$ cat src/hw/rtl/mtap_pkg.sv
// ----------------------------------------------------------------------------
// mtap_pkg: shared types and constants
// Field widths, register indexes and the item record that links the front
// and back parts of the microring thermal plant.
// ----------------------------------------------------------------------------
package mtap_pkg;

  localparam int DAC_BITS       = 12;
  localparam int TEMP_FRAC_BITS = 16;
  localparam int TEMP_W         = 28;
  localparam int DET_W          = 29;
  localparam int CODE_W         = 16;
  localparam int CFG_IDX_W      = 3;

  // Thermal divider: magnitude times 256 plus half tau.
  localparam int TNUM_W  = TEMP_W + 9;
  localparam int TQ_W    = DET_W;
  // Lorentzian divider remainder and quotient.
  localparam int LREM_W  = 61;
  localparam int TRANS_W = 17;
  localparam int PROD_W  = CODE_W + TRANS_W;
  localparam int ADCV_W  = 38;

  localparam logic [CFG_IDX_W-1:0] REG_RESONANCE = 3'd0;
  localparam logic [CFG_IDX_W-1:0] REG_LINEWIDTH = 3'd1;
  localparam logic [CFG_IDX_W-1:0] REG_TAU       = 3'd2;
  localparam logic [CFG_IDX_W-1:0] REG_PEAK      = 3'd3;
  localparam logic [CFG_IDX_W-1:0] REG_NOISE_EN  = 3'd4;
  localparam logic [CFG_IDX_W-1:0] REG_LASER_EN  = 3'd5;
  localparam logic [CFG_IDX_W-1:0] REG_ADC_TOP   = 3'd6;

  typedef struct packed {
    logic [DAC_BITS-1:0]      heater_code;
    logic signed [CODE_W-1:0] noise;       // already gated by noise enable
  } item_t;

  typedef enum logic [1:0] {
    SG_ZERO,
    SG_POS,
    SG_NEG
  } sign_t;

  typedef enum logic [3:0] {
    ST_IDLE,
    ST_TDIV,
    ST_UPD,
    ST_DET,
    ST_SQR,
    ST_DEN,
    ST_LDIV,
    ST_ADCM,
    ST_FIN
  } back_state_t;

endpackage

$ cat src/hw/rtl/mtap_front.sv
// ----------------------------------------------------------------------------
// mtap_front: input stage
// Takes input beats, gates the noise sample and holds the item until the
// queue takes it.
// ----------------------------------------------------------------------------
module mtap_front
  import mtap_pkg::*;
(
  input  logic                     clk,
  input  logic                     rst_n,
  input  logic                     in_valid,
  output logic                     in_ready,
  input  logic [DAC_BITS-1:0]      in_heater_code,
  input  logic signed [CODE_W-1:0] in_noise_sample,
  input  logic                     noise_en,
  output logic                     push_valid,
  input  logic                     push_ready,
  output item_t                    push_item
);

  logic  stg_v_r, stg_v_nxt;
  item_t stg_r;

  assign in_ready   = !stg_v_r || push_ready;
  assign push_valid = stg_v_r;
  assign push_item  = stg_r;

  always_comb begin
    stg_v_nxt = stg_v_r;
    if (push_ready) stg_v_nxt = 1'b0;
    if (in_valid && in_ready) stg_v_nxt = 1'b1;
  end

  always_ff @(posedge clk) begin
    if (!rst_n) begin
      stg_v_r <= 1'b0;
    end else begin
      stg_v_r <= stg_v_nxt;
    end
  end

  always_ff @(posedge clk) begin
    if (in_valid && in_ready) begin
      stg_r.heater_code <= in_heater_code;
      stg_r.noise       <= noise_en ? in_noise_sample : '0;
    end
  end

endmodule

$ cat src/hw/rtl/mtap_fifo.sv
// ----------------------------------------------------------------------------
// mtap_fifo: item queue
// A short register queue between the front and back parts.
// ----------------------------------------------------------------------------
module mtap_fifo
  import mtap_pkg::*;
#(
  parameter int DEPTH = 2
) (
  input  logic  clk,
  input  logic  rst_n,
  input  logic  wr_valid,
  output logic  wr_ready,
  input  item_t wr_item,
  output logic  rd_valid,
  input  logic  rd_pop,
  output item_t rd_item
);

  localparam int PTR_W = (DEPTH > 1) ? $clog2(DEPTH) : 1;
  localparam int CNT_W = $clog2(DEPTH + 1);
  localparam logic [PTR_W-1:0] LAST = PTR_W'(DEPTH - 1);

  item_t             mem_r [DEPTH];
  logic [PTR_W-1:0]  wp_r, wp_nxt, rp_r, rp_nxt;
  logic [CNT_W-1:0]  cnt_r, cnt_nxt;
  logic              do_wr, do_rd;

  assign wr_ready = (cnt_r != CNT_W'(DEPTH));
  assign rd_valid = (cnt_r != '0);
  assign rd_item  = mem_r[rp_r];
  assign do_wr    = wr_valid && wr_ready;
  assign do_rd    = rd_pop && rd_valid;

  always_comb begin
    wp_nxt  = wp_r;
    rp_nxt  = rp_r;
    cnt_nxt = cnt_r;
    if (do_wr) wp_nxt = (wp_r == LAST) ? '0 : wp_r + 1'b1;
    if (do_rd) rp_nxt = (rp_r == LAST) ? '0 : rp_r + 1'b1;
    if (do_wr && !do_rd) cnt_nxt = cnt_r + 1'b1;
    if (do_rd && !do_wr) cnt_nxt = cnt_r - 1'b1;
  end

  always_ff @(posedge clk) begin
    if (!rst_n) begin
      wp_r  <= '0;
      rp_r  <= '0;
      cnt_r <= '0;
    end else begin
      wp_r  <= wp_nxt;
      rp_r  <= rp_nxt;
      cnt_r <= cnt_nxt;
    end
  end

  always_ff @(posedge clk) begin
    if (do_wr) mem_r[wp_r] <= wr_item;
  end

endmodule

$ cat src/hw/rtl/mtap_back.sv
// ----------------------------------------------------------------------------
// mtap_back: plant step sequencer
// Runs the thermal lag divider, the Lorentzian divider when the laser is on,
// the ADC model and the crossing latch for one item at a time; holds the result.
// ----------------------------------------------------------------------------
module mtap_back
  import mtap_pkg::*;
(
  input  logic                     clk,
  input  logic                     rst_n,
  input  logic                     q_valid,
  output logic                     q_pop,
  input  item_t                    q_item,
  input  logic [CODE_W-1:0]        resonance,
  input  logic [CODE_W-1:0]        linewidth,
  input  logic [CODE_W-1:0]        tau,
  input  logic [CODE_W-1:0]        peak,
  input  logic                     laser_en,
  input  logic [CODE_W-1:0]        adc_top,
  output logic                     out_valid,
  input  logic                     out_ready,
  output logic [CODE_W-1:0]        out_adc_sample,
  output logic signed [DET_W-1:0]  out_detuning,
  output logic [TEMP_W-1:0]        out_temperature,
  output logic                     out_crossed,
  output logic                     out_clipped
);

  back_state_t state_r, state_nxt;

  logic [TEMP_W-1:0]        temp_r, temp_nxt;
  sign_t                    last_r, last_nxt;
  logic                     unarmed_r, unarmed_nxt;
  logic [5:0]               cnt_r, cnt_nxt;
  logic                     neg_r, neg_nxt;
  logic [TNUM_W-1:0]        num_r, num_nxt;
  logic [CODE_W:0]          trem_r, trem_nxt;
  logic [TQ_W-1:0]          tq_r, tq_nxt;
  logic signed [CODE_W-1:0] noise_r, noise_nxt;
  logic signed [DET_W-1:0]  d_r, d_nxt;
  logic [DET_W-1:0]         dmag_r, dmag_nxt;
  logic [2*CODE_W-1:0]      fw2_r, fw2_nxt;
  logic [2*DET_W-1:0]       d2_r, d2_nxt;
  logic [LREM_W-1:0]        den_r, den_nxt, lrem_r, lrem_nxt;
  logic [TRANS_W-1:0]       trans_r, trans_nxt;
  logic [PROD_W-1:0]        prod_r, prod_nxt;
  logic                     ov_r, ov_nxt;
  logic [CODE_W-1:0]        adc_r, adc_nxt;
  logic signed [DET_W-1:0]  odet_r, odet_nxt;
  logic [TEMP_W-1:0]        otemp_r, otemp_nxt;
  logic                     cross_r, cross_nxt, clip_r, clip_nxt;

  // Datapath temporaries.
  logic signed [DET_W-1:0]  diff;
  logic [DET_W-1:0]         dmag_abs;
  logic [CODE_W+1:0]        trem_sh;
  logic                     tge, lge;
  logic [DET_W-1:0]         temp_sum;
  logic signed [ADCV_W-1:0] v, top_lim;
  logic                     fin_go;
  sign_t                    s_now;

  assign q_pop           = (state_r == ST_IDLE) && q_valid;
  assign out_valid       = ov_r;
  assign out_adc_sample  = adc_r;
  assign out_detuning    = odet_r;
  assign out_temperature = otemp_r;
  assign out_crossed     = cross_r;
  assign out_clipped     = clip_r;
  assign fin_go          = !ov_r || out_ready;

  assign diff     = $signed({1'b0, q_item.heater_code, TEMP_FRAC_BITS'(0)})
                    - $signed({1'b0, temp_r});
  assign trem_sh  = {trem_r, num_r[TNUM_W-1]};
  assign tge      = trem_sh >= {2'b00, tau};
  assign temp_sum = neg_r ? ({1'b0, temp_r} - tq_r) : ({1'b0, temp_r} + tq_r);
  assign dmag_abs = d_r[DET_W-1] ? DET_W'(-d_r) : DET_W'(d_r);
  assign lge      = lrem_r >= den_r;
  assign v        = $signed({{(ADCV_W-PROD_W){1'b0}}, prod_r})
                    + $signed({{(ADCV_W-CODE_W-16){noise_r[CODE_W-1]}}, noise_r, 16'h0000});
  assign top_lim  = $signed({{(ADCV_W-CODE_W-20){1'b0}}, adc_top, 20'h80000});
  assign s_now    = (d_r == '0) ? SG_ZERO : (d_r[DET_W-1] ? SG_NEG : SG_POS);

  // Next state.
  always_comb begin
    state_nxt = state_r;
    unique case (state_r)
      ST_IDLE: if (q_valid) state_nxt = ST_TDIV;
      ST_TDIV: if (cnt_r == 6'(TNUM_W - 1)) state_nxt = ST_UPD;
      ST_UPD:  state_nxt = ST_DET;
      ST_DET:  state_nxt = ST_SQR;
      ST_SQR:  state_nxt = ST_DEN;
      ST_DEN:  state_nxt = laser_en ? ST_LDIV : ST_ADCM;
      ST_LDIV: if (cnt_r == 6'(TRANS_W)) state_nxt = ST_ADCM;
      ST_ADCM: state_nxt = ST_FIN;
      ST_FIN:  if (fin_go) state_nxt = ST_IDLE;
      default: state_nxt = ST_IDLE;
    endcase
  end

  // Datapath and outputs.
  always_comb begin
    temp_nxt    = temp_r;
    last_nxt    = last_r;
    unarmed_nxt = unarmed_r;
    cnt_nxt     = cnt_r + 6'd1;
    neg_nxt     = neg_r;
    num_nxt     = num_r;
    trem_nxt    = trem_r;
    tq_nxt      = tq_r;
    noise_nxt   = noise_r;
    d_nxt       = d_r;
    dmag_nxt    = dmag_r;
    fw2_nxt     = fw2_r;
    d2_nxt      = d2_r;
    den_nxt     = den_r;
    lrem_nxt    = lrem_r;
    trans_nxt   = trans_r;
    prod_nxt    = prod_r;
    ov_nxt      = ov_r && !out_ready;
    adc_nxt     = adc_r;
    odet_nxt    = odet_r;
    otemp_nxt   = otemp_r;
    cross_nxt   = cross_r;
    clip_nxt    = clip_r;
    unique case (state_r)
      ST_IDLE: begin
        cnt_nxt   = '0;
        neg_nxt   = diff[DET_W-1];
        num_nxt   = {1'b0, (diff[DET_W-1] ? TEMP_W'(-diff) : TEMP_W'(diff)), 8'h00}
                    + TNUM_W'(tau >> 1);
        trem_nxt  = '0;
        tq_nxt    = '0;
        noise_nxt = q_item.noise;
        if (q_valid && unarmed_r) begin
          last_nxt    = (resonance != '0) ? SG_NEG : SG_ZERO;
          unarmed_nxt = 1'b0;
        end
      end
      ST_TDIV: begin
        trem_nxt = tge ? (CODE_W+1)'(trem_sh - {2'b00, tau}) : (CODE_W+1)'(trem_sh);
        tq_nxt   = {tq_r[TQ_W-2:0], tge};
        num_nxt  = num_r << 1;
      end
      ST_UPD: temp_nxt = temp_sum[TEMP_W-1:0];
      ST_DET: d_nxt = $signed({1'b0, temp_r}) - $signed({1'b0, resonance, 12'h000});
      ST_SQR: begin
        dmag_nxt = dmag_abs;
        fw2_nxt  = linewidth * linewidth;
      end
      ST_DEN: begin
        d2_nxt    = dmag_r * dmag_r;
        cnt_nxt   = '0;
        trans_nxt = '0;
        lrem_nxt  = LREM_W'({fw2_r, 24'h000000});
        den_nxt   = LREM_W'({fw2_r, 24'h000000});
      end
      ST_LDIV: begin
        // The first step completes the denominator with the squared detuning.
        if (cnt_r == '0) begin
          den_nxt = den_r + LREM_W'({d2_r, 2'b00});
        end else begin
          trans_nxt = {trans_r[TRANS_W-2:0], lge};
          lrem_nxt  = (lge ? (lrem_r - den_r) : lrem_r) << 1;
        end
      end
      ST_ADCM: prod_nxt = peak * trans_r;
      ST_FIN: begin
        if (fin_go) begin
          ov_nxt    = 1'b1;
          clip_nxt  = 1'b0;
          odet_nxt  = d_r;
          otemp_nxt = temp_r;
          cross_nxt = (s_now != SG_ZERO) && (last_r != SG_ZERO) && (s_now != last_r);
          if (s_now != SG_ZERO) last_nxt = s_now;
          if (v <= 0) begin
            adc_nxt = '0;
          end else if (v >= top_lim) begin
            adc_nxt  = adc_top;
            clip_nxt = 1'b1;
          end else begin
            adc_nxt = CODE_W'((v + 38'sh80000) >>> 20);
          end
        end
      end
      default: ;
    endcase
  end

  always_ff @(posedge clk) begin
    if (!rst_n) begin
      state_r   <= ST_IDLE;
      temp_r    <= '0;
      last_r    <= SG_ZERO;
      unarmed_r <= 1'b1;
      ov_r      <= 1'b0;
    end else begin
      state_r   <= state_nxt;
      temp_r    <= temp_nxt;
      last_r    <= last_nxt;
      unarmed_r <= unarmed_nxt;
      ov_r      <= ov_nxt;
    end
  end

  always_ff @(posedge clk) begin
    cnt_r   <= cnt_nxt;
    neg_r   <= neg_nxt;
    num_r   <= num_nxt;
    trem_r  <= trem_nxt;
    tq_r    <= tq_nxt;
    noise_r <= noise_nxt;
    d_r     <= d_nxt;
    dmag_r  <= dmag_nxt;
    fw2_r   <= fw2_nxt;
    d2_r    <= d2_nxt;
    den_r   <= den_nxt;
    lrem_r  <= lrem_nxt;
    trans_r <= trans_nxt;
    prod_r  <= prod_nxt;
    adc_r   <= adc_nxt;
    odet_r  <= odet_nxt;
    otemp_r <= otemp_nxt;
    cross_r <= cross_nxt;
    clip_r  <= clip_nxt;
  end

endmodule

$ cat src/hw/rtl/microring_thermal_adc_plant_top.sv
// An accepted input beat passes the front stage, the queue and the back sequencer
// before its result beat is offered; with the laser off the back skips the
// Lorentzian divider. The back takes one item at a time and so sets the
// throughput: it runs a 37-step thermal divider and the Lorentzian divider in
// turn. A held result stalls the back; the queue then fills.
// Reset (rst_n low, synchronous): config defaults, cold thermal state, latch rearmed.
// ----------------------------------------------------------------------------
// microring_thermal_adc_plant_top: microring thermal plant with ADC
// Configuration registers, a front stage, an item queue and the back
// sequencer that steps the thermal lag and models the photodiode reading.
// ----------------------------------------------------------------------------
module microring_thermal_adc_plant_top
  import mtap_pkg::*;
#(
  parameter int QUEUE_DEPTH = 2
) (
  input  logic                     clk,
  input  logic                     rst_n,
  input  logic                     cfg_valid,
  output logic                     cfg_ready,
  input  logic [CFG_IDX_W-1:0]     cfg_index,
  input  logic [CODE_W-1:0]        cfg_data,
  input  logic                     in_valid,
  output logic                     in_ready,
  input  logic [DAC_BITS-1:0]      in_heater_code,
  input  logic signed [CODE_W-1:0] in_noise_sample,
  output logic                     out_valid,
  input  logic                     out_ready,
  output logic [CODE_W-1:0]        out_adc_sample,
  output logic signed [DET_W-1:0]  out_detuning,
  output logic [TEMP_W-1:0]        out_temperature,
  output logic                     out_crossed,
  output logic                     out_clipped
);

  // Configuration registers. Writes must be made only while the block is idle;
  // the block does not enforce this. The datapath reads them live. Out-of-range
  // writes clamp to the floor values of linewidth, time constant and ADC top.
  logic [CODE_W-1:0] res_r, lw_r, tau_r, peak_r, top_r;
  logic              nen_r, len_r;
  logic              cfg_wr;

  assign cfg_ready = 1'b1;
  assign cfg_wr    = cfg_valid && cfg_ready;

  always_ff @(posedge clk) begin
    if (!rst_n) begin
      res_r  <= 16'd32768;
      lw_r   <= 16'd8192;
      tau_r  <= 16'd1024;
      peak_r <= 16'd48000;
      nen_r  <= 1'b0;
      len_r  <= 1'b1;
      top_r  <= 16'd4095;
    end else if (cfg_wr) begin
      unique case (cfg_index)
        REG_RESONANCE: res_r  <= cfg_data;
        REG_LINEWIDTH: lw_r   <= (cfg_data < 16'd16) ? 16'd16 : cfg_data;
        REG_TAU:       tau_r  <= (cfg_data < 16'd256) ? 16'd256 : cfg_data;
        REG_PEAK:      peak_r <= cfg_data;
        REG_NOISE_EN:  nen_r  <= cfg_data[0];
        REG_LASER_EN:  len_r  <= cfg_data[0];
        REG_ADC_TOP:   top_r  <= (cfg_data == '0) ? 16'd1 : cfg_data;
        default: ;
      endcase
    end
  end

  // Front stage to queue.
  logic  push_valid, push_ready;
  item_t push_item;

  mtap_front u_front (
    .clk             (clk),
    .rst_n           (rst_n),
    .in_valid        (in_valid),
    .in_ready        (in_ready),
    .in_heater_code  (in_heater_code),
    .in_noise_sample (in_noise_sample),
    .noise_en        (nen_r),
    .push_valid      (push_valid),
    .push_ready      (push_ready),
    .push_item       (push_item)
  );

  // The queue lets the front keep taking beats while the back is busy.
  logic  q_valid, q_pop;
  item_t q_item;

  mtap_fifo #(.DEPTH(QUEUE_DEPTH)) u_fifo (
    .clk      (clk),
    .rst_n    (rst_n),
    .wr_valid (push_valid),
    .wr_ready (push_ready),
    .wr_item  (push_item),
    .rd_valid (q_valid),
    .rd_pop   (q_pop),
    .rd_item  (q_item)
  );

  // The back sequencer owns the thermal state and the crossing latch and
  // holds each result in its output register until the beat is taken.
  mtap_back u_back (
    .clk             (clk),
    .rst_n           (rst_n),
    .q_valid         (q_valid),
    .q_pop           (q_pop),
    .q_item          (q_item),
    .resonance       (res_r),
    .linewidth       (lw_r),
    .tau             (tau_r),
    .peak            (peak_r),
    .laser_en        (len_r),
    .adc_top         (top_r),
    .out_valid       (out_valid),
    .out_ready       (out_ready),
    .out_adc_sample  (out_adc_sample),
    .out_detuning    (out_detuning),
    .out_temperature (out_temperature),
    .out_crossed     (out_crossed),
    .out_clipped     (out_clipped)
  );

endmodule

$ cat config.mk
export PLATFORM = sky130hd
export DESIGN_NAME = microring_thermal_adc_plant_top
export DESIGN_NICKNAME = d
export VERILOG_FILES = /design/src/hw/rtl/mtap_pkg.sv /design/src/hw/rtl/mtap_front.sv /design/src/hw/rtl/mtap_fifo.sv /design/src/hw/rtl/mtap_back.sv /design/src/hw/rtl/microring_thermal_adc_plant_top.sv
export SDC_FILE = /design/constraint.sdc
export NUM_CORES = 2
export LEC_CHECK = 0
export BUFFER_PORTS_ARGS = -buffer_cell sky130_fd_sc_hd__buf_4
export CAP_MARGIN = 20
export CORE_UTILIZATION = 60
export CTS_CLUSTER_SIZE = 40
export DETAILED_ROUTE_END_ITERATION = 8
export PLACE_DENSITY = 0.89
export SETUP_SLACK_MARGIN = 0.05
export SYNTH_ARGS = -nofsm -noshare
export SYNTH_HDL_FRONTEND = slang
export SYNTH_SLANG_ARGS = --single-unit
$ cat constraint.sdc
create_clock -name clk -period 10.4 [get_ports clk]
set_input_delay 1.56 -clock clk [delete_from_list [all_inputs] [get_ports clk]]
set_output_delay 1.56 -clock clk [all_outputs]
set_load 0.02 [all_outputs]
==> metrics.csv <==
stage;metric;value;unit
run_status;status;complete, no violations;
cts;clk_latency;0.69;ns
cts;cts_hold_buf;0;
global_routing;grt_pass1_wl;329000;um
worst_setup_path;critical_path.most_common_cell;fa_1;
sta;tns;0;ns
detailed_routing;route.met2.wl;98200;um
cts;clockBufferDepth;3;
worst_setup_path;rrSetupSlack;0.96;ns
sta;drv_slew;0;
synth;ys_seq_elements;701;
detailed_routing;met3WireLength;17100;um
die;die_x;366;um
synth;yosysUniqueCellTypes;93;
sta;grt_setup_unrepaired;no;
min_path;hold_class;reg2reg;
sta;maxSlewHeadroom;0.246;
synth;synth_top_area_cell;fa_1;
synth;syn_nets;10000;
synth;synthTopCellsByArea;fa_1 (26%), edfxtp_1 (22%), ha_1 (11%);
placement;place.gp.congestion;0.991;
detailed_routing;remaining_drc_errors;0;
detailed_routing;vias;60200;
die;core;131000;um^2
detailed_routing;wl_per_cell;20.1;um
die;die_area;134000;um^2
global_routing;antenna_found_initial;5;
synth;yosys.area.top_type_share;0.259;
worst_setup_path;r2r_cells;28;
layout;syn_to_final_growth;6.61;%
cts;cts.htree.levels;3;
synth;yosysWarnings;0;
layout;drive_gt1_frac;0.0536;
sta;clock-skew-final;0.0364;ns
synth;syn_inst;8261;
layout;fin_nets;10000;
cts;cts_tree;done;
sta;max_freq;0.106;GHz
cts;clk_pin_slew;0.07;ns
synth;syn_avg_cell_area;9.63;um^2
sta;tightest_slew;1.13;ns
global_routing;grt_max_degree;94;
layout;final_cell_mix;inv_1 (1508), fa_1 (1030), nand2_1 (899);
die;rows;133;
worst_setup_path;path_buf_inv;7;
detailed_routing;via_per_inst;5.97;
cts;cts_made_buffers;78;
layout;nFillCells;9776;
global_routing;grt_usage;0.305;
worst_setup_path;path_delay_family;adder cells;
die;die_h;366;um
worst_setup_path;slowest_stage;edfxtp_1;
cts;clock-sinks;701;
detailed_routing;top_layer_used;met5;
worst_setup_path;critPathCaptureType;register;
sta;hold_violations;0;
placement;dp_hpwl;158000;um
sta;setup_viol;0;
synth;synth_ff_type;edfxtp_1;
synth;yosysSeqAreaShare;0.248;
worst_setup_path;arrival;9.87;ns
worst_setup_path;slowest_delay;0.82;ns
detailed_routing;firstDrtPassIters;6;
detailed_routing;drt_wl_total;202000;um
cts;cts_resized;0;
detailed_routing;met1_length;74700;um
cts;postCtsSetupRepairBufs;0;
worst_setup_path;reg2reg_from;u_back.dmag_r[8]$_DFFE_PP_;
worst_setup_path;cp.depth;28;
worst_setup_path;cp-start-kind;register;
layout;layout.cells.most_common;inv_1;
worst_setup_path;critPathKind;reg2reg;
worst_setup_path;r2r-end;u_back.d2_r[56]$_DFFE_PP_;
detailed_routing;ant_nets;0;
worst_setup_path;crit_path_end;u_back.d2_r[56]$_DFFE_PP_;
synth;synth_edf_count;571;
global_routing;first_global_vias;63600;
synth;syn_area;79600;um^2
worst_setup_path;required;10.82;ns
worst_setup_path;startpoint;u_back.dmag_r[8]$_DFFE_PP_;
sta;min_period_over_period;0.908;
detailed_routing;drt_iter0_drc;5607;
global_routing;grt_overflow_total;0;
worst_setup_path;worst-path-max-fanout;20;
die;start_util;0.605;
synth;async_reset_ff_frac;0;
flow_run;drv_cap;0;
cts;cts_root_buffer;clkbuf_16;
die;io_pins;130;
placement;port-buffer-count;128;
sta;period_minus_slack;9.44;ns
-- kinds of logic (layout without fill, tap and decap cells) --
family,count (synthesis),after routing,share of synthesized area
XOR/XNOR,435,435,0.0479
AND/OR/NAND/NOR,2246,2246,0.136
other,1,3,0.0000471
adder cells (fa/ha/maj),1724,1724,0.368
multiplexers,78,78,0.0103
flip-flops,701,701,0.248
buffers and inverters,1805,1862,0.0855
AO/OA/AOI/OAI,1271,1271,0.104
-- sequential cells by signal, summed over array words and instances, names as in the netlist, 29 cells and up, named ones only --
name	count
u_back.den_r	59
u_back.lrem_r	58
u_back.d2_r	57
u_fifo.mem_r	56
u_back.num_r	37
u_back.prod_r	33
u_back.fw2_r	31
u_back.d_r	29
u_back.dmag_r	29
u_back.out_detuning	29
-- cell type report --
type | count | area [um^2] | share of cell area
antenna | 2 | 5.00 | 0.0000590
timing repair buffer | 211 | 1620 | 0.0191
tap | 1755 | 2200 | 0.0259
clock buffer | 90 | 2020 | 0.0238
multi-input combinational | 5755 | 53100 | 0.626
inverter | 1511 | 5670 | 0.0669
sequential | 701 | 19700 | 0.233
clock inverter | 50 | 473 | 0.00557
-- metal layers --
layer	global-route usage	up-vias
met5	0	-
met4	0.162	2
met3	0.0494	782
met2	0.512	2979
met1	0.379	29600
li1	-	26900
-- per-stage QoR --
step | hold slack (ns) | instance area (um^2) | worst slack, ns | cells | util
floorplan | 0.421 | 79600 | 2.38 | 8261 | -
global placement | 0.424 | 82300 | 1.38 | 9931 | 0.626
detailed placement | 0.431 | 82300 | 1.13 | 9931 | 0.626
CTS | 0.442 | 84800 | 1.10 | 10100 | 0.645
global route | 0.447 | 84800 | 0.594 | 10100 | 0.645
finish | 0.441 | 84800 | 0.957 | 10100 | 0.645
-- synthesized netlist by cell type, drive strengths merged (141+ instances only) --
cell,instances
a21o,194
a21oi,320
and2,402
clkbuf,277
edfxtp,571
fa,1030
ha,694
inv,1510
nand2,901
nor2,374
o21ai,256
xnor2,294
xor2,141
-- worst min path at each step --
stage	start	end	slack (ns)	cells after the start
floorplan	u_front.push_item[0]$_SDFFCE_PN0P_	u_fifo.mem_r[0][0]$_DFFE_PP_	0.42	0
global placement	u_front.push_item[4]$_SDFFCE_PN0P_	u_fifo.mem_r[0][4]$_DFFE_PP_	0.42	0
detailed placement	u_front.push_item[9]$_SDFFCE_PN0P_	u_fifo.mem_r[0][9]$_DFFE_PP_	0.43	0
CTS	u_front.push_item[7]$_SDFFCE_PN0P_	u_fifo.mem_r[0][7]$_DFFE_PP_	0.44	0
global route	u_front.push_item[11]$_SDFFCE_PN0P_	u_fifo.mem_r[0][11]$_DFFE_PP_	0.45	0
finish	u_front.push_item[7]$_SDFFCE_PN0P_	u_fifo.mem_r[0][7]$_DFFE_PP_	0.44	0
Power is left out: the tool's default activity adds up to more than one toggle a clock period on the data nets, which glitch-free logic cannot reach.
